[src/hw/rtl/xyzlab_pkg.sv]
package xyzlab_pkg;

  // Field and register widths.
  localparam int TRI_W     = 16;
  localparam int RECIP_W   = 24;
  localparam int OUT_W     = 18;
  localparam int CFG_IDX_W = 2;

  // Configuration register indexes.
  localparam logic [CFG_IDX_W-1:0] CFG_X_RECIP = 2'd0;
  localparam logic [CFG_IDX_W-1:0] CFG_Y_RECIP = 2'd1;
  localparam logic [CFG_IDX_W-1:0] CFG_Z_RECIP = 2'd2;

  // D65 white point reciprocals, unsigned Q0.24.
  localparam logic [RECIP_W-1:0] X_RECIP_RST = 24'd176516;
  localparam logic [RECIP_W-1:0] Y_RECIP_RST = 24'd167772;
  localparam logic [RECIP_W-1:0] Z_RECIP_RST = 24'd154084;

  // Normalized value t, signed Q.24, and the scaling product.
  localparam int SCALE_W   = TRI_W + RECIP_W + 1;
  localparam int T_SH      = 8;
  localparam int T_W       = 32;
  localparam logic signed [T_W-1:0] CBRT_THRESH = 32'sd148579;

  // Linear segment: 7.787 in Q16, then 16/116 in Q18.
  localparam int LIN_K_W   = 20;
  localparam int LIN_P_W   = T_W + LIN_K_W;
  localparam int LIN_SH    = 22;
  localparam logic signed [LIN_K_W-1:0] LIN_K   = 20'sd510329;
  localparam int F_W       = 32;
  localparam logic signed [F_W-1:0]     LIN_OFS = 32'sd36158;

  // Cube root of t * 2^30, three radicand bits per stage.
  localparam int RAD_W       = 31;
  localparam int CBRT_FRAC   = 30;
  localparam int CBRT_STAGES = 21;
  localparam int CBRT_M_W    = 3 * CBRT_STAGES;
  localparam int ROOT_W      = CBRT_STAGES;
  localparam int SQ_W        = 2 * ROOT_W;
  localparam int REM_W       = SQ_W + 6;

  // Output arithmetic.
  localparam int PROD_W = 42;
  localparam int OUT_SH = 10;
  localparam logic signed [PROD_W-1:0] L_GAIN     = 42'sd116;
  localparam logic signed [PROD_W-1:0] A_GAIN     = 42'sd500;
  localparam logic signed [PROD_W-1:0] B_GAIN     = 42'sd200;
  localparam logic signed [PROD_W-1:0] ROUND_HALF = 42'sd512;
  localparam logic signed [PROD_W-1:0] L_OFS      = -42'sd4096;
  localparam logic signed [PROD_W-1:0] NO_OFS     = 42'sd0;
  localparam logic signed [PROD_W-1:0] SAT_HI     = 42'sd131071;
  localparam logic signed [PROD_W-1:0] SAT_LO     = -42'sd131072;

  // Register stages from input acceptance to the output register.
  localparam int PIPE_DEPTH = 2 + CBRT_STAGES + 2;

  // Round to Q10.8, add the offset and clamp to the output range.
  function automatic logic signed [OUT_W-1:0] round_sat(
    input logic signed [PROD_W-1:0] p,
    input logic signed [PROD_W-1:0] ofs
  );
    logic signed [PROD_W-1:0] q;
    q = ((p + ROUND_HALF) >>> OUT_SH) + ofs;
    if (q > SAT_HI) begin
      round_sat = SAT_HI[OUT_W-1:0];
    end else if (q < SAT_LO) begin
      round_sat = SAT_LO[OUT_W-1:0];
    end else begin
      round_sat = q[OUT_W-1:0];
    end
  endfunction

endpackage

[src/hw/rtl/xyzlab_finish.sv]
module xyzlab_finish (
  input  logic                                clk,
  input  logic                                en,
  input  logic signed [xyzlab_pkg::F_W-1:0]   fx,
  input  logic signed [xyzlab_pkg::F_W-1:0]   fy,
  input  logic signed [xyzlab_pkg::F_W-1:0]   fz,
  output logic signed [xyzlab_pkg::OUT_W-1:0] l_star,
  output logic signed [xyzlab_pkg::OUT_W-1:0] a_star,
  output logic signed [xyzlab_pkg::OUT_W-1:0] b_star
);
  import xyzlab_pkg::*;

  logic signed [PROD_W-1:0] dxy;
  logic signed [PROD_W-1:0] dyz;
  logic signed [PROD_W-1:0] l_prod_r;
  logic signed [PROD_W-1:0] a_prod_r;
  logic signed [PROD_W-1:0] b_prod_r;
  logic signed [OUT_W-1:0]  l_star_r;
  logic signed [OUT_W-1:0]  a_star_r;
  logic signed [OUT_W-1:0]  b_star_r;

  assign dxy = PROD_W'(fx) - PROD_W'(fy);
  assign dyz = PROD_W'(fy) - PROD_W'(fz);

  always_ff @(posedge clk) begin
    if (en) begin
      l_prod_r <= PROD_W'(fy) * L_GAIN;
      a_prod_r <= dxy * A_GAIN;
      b_prod_r <= dyz * B_GAIN;
      l_star_r <= round_sat(l_prod_r, L_OFS);
      a_star_r <= round_sat(a_prod_r, NO_OFS);
      b_star_r <= round_sat(b_prod_r, NO_OFS);
    end
  end

  assign l_star = l_star_r;
  assign a_star = a_star_r;
  assign b_star = b_star_r;

endmodule

[config.mk]
export PLATFORM = sky130hd
export DESIGN_NAME = xyzlab_finish
export DESIGN_NICKNAME = d
export VERILOG_FILES = /design/src/hw/rtl/xyzlab_pkg.sv /design/src/hw/rtl/xyzlab_finish.sv
export SDC_FILE = /design/constraint.sdc
export NUM_CORES = 1
export LEC_CHECK = 0
export BUFFER_PORTS_ARGS = -buffer_cell sky130_fd_sc_hd__buf_2
export CORE_ASPECT_RATIO = 0.75
export CORE_MARGIN = 2
export CORE_UTILIZATION = 43
export CTS_BUF_LIST = sky130_fd_sc_hd__clkbuf_16
export DETAILED_ROUTE_END_ITERATION = 8
export GPL_TIMING_DRIVEN = 0
export PLACE_DENSITY = 0.66
export SYNTH_ARGS = -nofsm -noshare
export SYNTH_HDL_FRONTEND = slang
export SYNTH_SLANG_ARGS = --single-unit
[constraint.sdc]
create_clock -name clk -period 8.1 [get_ports clk]
set_clock_uncertainty 0.2 [all_clocks]
set_input_delay 1.215 -clock clk [delete_from_list [all_inputs] [get_ports clk]]
set_output_delay 1.215 -clock clk [all_outputs]
set_load 0.005 [all_outputs]
==> results.cfg <==
[drt]
avgViaCountPerCell = 5.17
postRouteAntennaNets = 0
drt_iter0_drc = 1116
dr.pass1.iters = 5
wirelength_um = 54500
vias = 18300
drcViolationCount = 0
avgRoutedWirePerCell_um = 15.4

[sta]
maxSlewHeadroom_pct = 20.5
period_minus_slack_ns = 7.86
hold_violations = 0
fmax_mhz = 127
worstMarginPinSlew_ns = 1.16
worst_slack_ns = 0.236
finalCritPeriodShare_pct = 97.1
slew_violations = 0
finalSetupViolCount = 0
hold_ws_ns = 0.452

[critical_path]
worst_path_largest_cell_delay_ns = 0.54
endpoint_kind = flip-flop
critPathMaxFanout = 5
cp-start-kind = primary input
cp.arrival_ns = 7.89
r2r_start = l_prod_r[9]
crit_start = fx[0]
crit_path_frequent_cell = inv_1
worst-setup-path-type = in2reg
slowest_stage = fa_1
required_ns = 8.13

[clock_tree]
clockBufferDepth = 2
cts.sinks = 151
cts_tree = yes
worstSkewPairLatency_ns = 0.47
numCtsBuffers = 17
postCtsHoldBufs = 0
clkTransAtPathRegs_ns = 0.08
h-tree-depth = 4
clock-root-buffer = clkbuf_16

[global_routing]
antenna_found_initial = 3
grt_util_met2_pct = 30.8
met1_usage_pct = 27.9
busiest_layer = met2
grt_pass1_vias = 18500
grt_max_degree = 101
grt_usage_pct = 19.6
gr-usage-met3_pct = 2.64
grt_pass1_wl_um = 90600
grt-ovfl-total = 0

[layout]
drive_gt1_share_pct = 13.2
final_common_cell = inv_1
layout_common_cells = inv_1 (609), ha_1 (353), fa_1 (212)
nets = 3485
utilization_pct = 49.3
fin_cells = 3546
areaGrowthSynthToFinish_pct = 13.1

[yosys]
syn-num-nets = 3286
synth_edf_count = 151
ys.flop_type = edfxtp_1
async_reset_ff_share_pct = 0
synth.cell_area_mm2 = 0.0238
yosysSeqAreaShare_pct = 19.1
yosysUniqueCellTypes = 93
synth-seq-cells = 151
ys_warn_count = 0
syn_area_per_cell_um2 = 9.10
syn-instance-count = 2611

[die]
rows = 74
io_pins = 152
start_util_pct = 43.6
dieArea_mm2 = 0.0572
die_x_um = 275
dieHeight_um = 208
coreArea_mm2 = 0.0545

[placed_design]
dp_cells = 3485
place_ws_ns = -1.35
gp_congestion = 0.850
port_buffers = 151
place_hpwl_um = 44800

[worst_hold_path]
min_from = b_prod_r[26]
hold_path.class = reg2reg

[outcome]
outcome = completed

[flow_run]
cap_violations = 0
## synthesized netlist by cell type (6+ instances only)
library cell | number | area, um2
a31o_2 | 9 | 78.8
xnor2_1 | 132 | 1160
nand4_1 | 39 | 244
a211oi_1 | 11 | 82.6
xor2_1 | 85 | 744
o31ai_1 | 7 | 52.6
nand3_1 | 67 | 335
nor3_1 | 44 | 220
o31a_1 | 8 | 70.1
and2_1 | 22 | 138
or2_2 | 14 | 87.6
o21ai_0 | 83 | 415
o21bai_1 | 14 | 105
fa_1 | 213 | 4260
edfxtp_1 | 151 | 4530
nor4_1 | 10 | 62.6
nor2b_1 | 19 | 119
o21ai_1 | 14 | 70.1
and3_1 | 31 | 194
o21ai_2 | 15 | 131
ha_1 | 364 | 4550
nand2_1 | 104 | 390
inv_1 | 616 | 2310
or3_1 | 10 | 62.6
clkbuf_1 | 13 | 48.8
a31oi_1 | 17 | 106
mux2i_1 | 8 | 80.1
o21a_1 | 41 | 308
nor2_1 | 134 | 503
buf_2 | 6 | 30.0
nand2b_1 | 15 | 93.8
a21o_1 | 70 | 526
a21oi_1 | 106 | 531
## layout make-up
type / count / area, um2
inverter: 616 / 2310
sequential: 151 / 4530
antenna: 1 / 2.50
fill: 5072 / 27700
multi-input combinational: 1818 / 17400
buffer: 26 / 134
clock inverter: 15 / 156
tap: 722 / 903
timing repair buffer: 180 / 1000
clock buffer: 17 / 425
## kinds of logic (layout without fill, tap and decap cells)
family	Yosys count	in the layout	synth area share, %
AOI/OAI and AO/OA	453	453	12.6
xor gates and xnor gates	217	217	8.00
adders and majority gates	578	578	37.1
buffers and inverters	642	854	10.3
DFF	151	151	19.1
muxes	12	12	0.542
other	0	1	0
and+or+nand+nor	558	558	12.3
## critical path: cells and delay by family
| family | cells | cell delay (ns) |
|---|---|---|
| AO/OA/AOI/OAI | 14 | 2.98 |
| XOR/XNOR | 2 | 0.28 |
| AND/OR/NAND/NOR | 2 | 0.16 |
| adder cells (fa/ha/maj) | 7 | 2.79 |
| buffers and inverters | 7 | 0.45 |
## path summary, 6_finish.rpt
kind         depth (start not counted)           end  slack (ns)
min reg2reg                          2    b_star[16]        0.45
max reg2reg                         14    l_star[11]        3.39
max                                 32  a_prod_r[33]        0.24
min                                  2    b_star[16]        0.45
## registers in the layout, indices dropped and copies added (netlist names)
register  cells
a_prod_r     33
a_star       18
b_prod_r     33
b_star       18
l_prod_r     31
l_star       18
## per-stage QoR
step | area [um2] | setup TNS (ns)
after floorplan | 23800 | -0.00643
after global placement | 25500 | -9.66
after detailed placement | 25500 | -12.48
after CTS | 26400 | 0
after global routing | 26900 | -0.129
final | 26900 | 0
## repair_timing
item	in CTS	in global routing
pin swaps	9	30
resized for setup	42	68
setup endpoints to repair	13	19
setup buffers	10	18
## metal layers
| layer | up-vias | share of wire, % | routed length [um] |
|---|---|---|---|
| li1 | 9101 | - | - |
| met1 | 8785 | 48 | 26100 |
| met2 | 352 | 45 | 24700 |
| met3 | 76 | 4.3 | 2340 |
| met4 | 4 | 2.6 | 1430 |
| met5 | - | 0.042 | 23 |
Power is left out: the tool's default activity adds up to more than one toggle a clock period on the data nets, which glitch-free logic cannot reach.
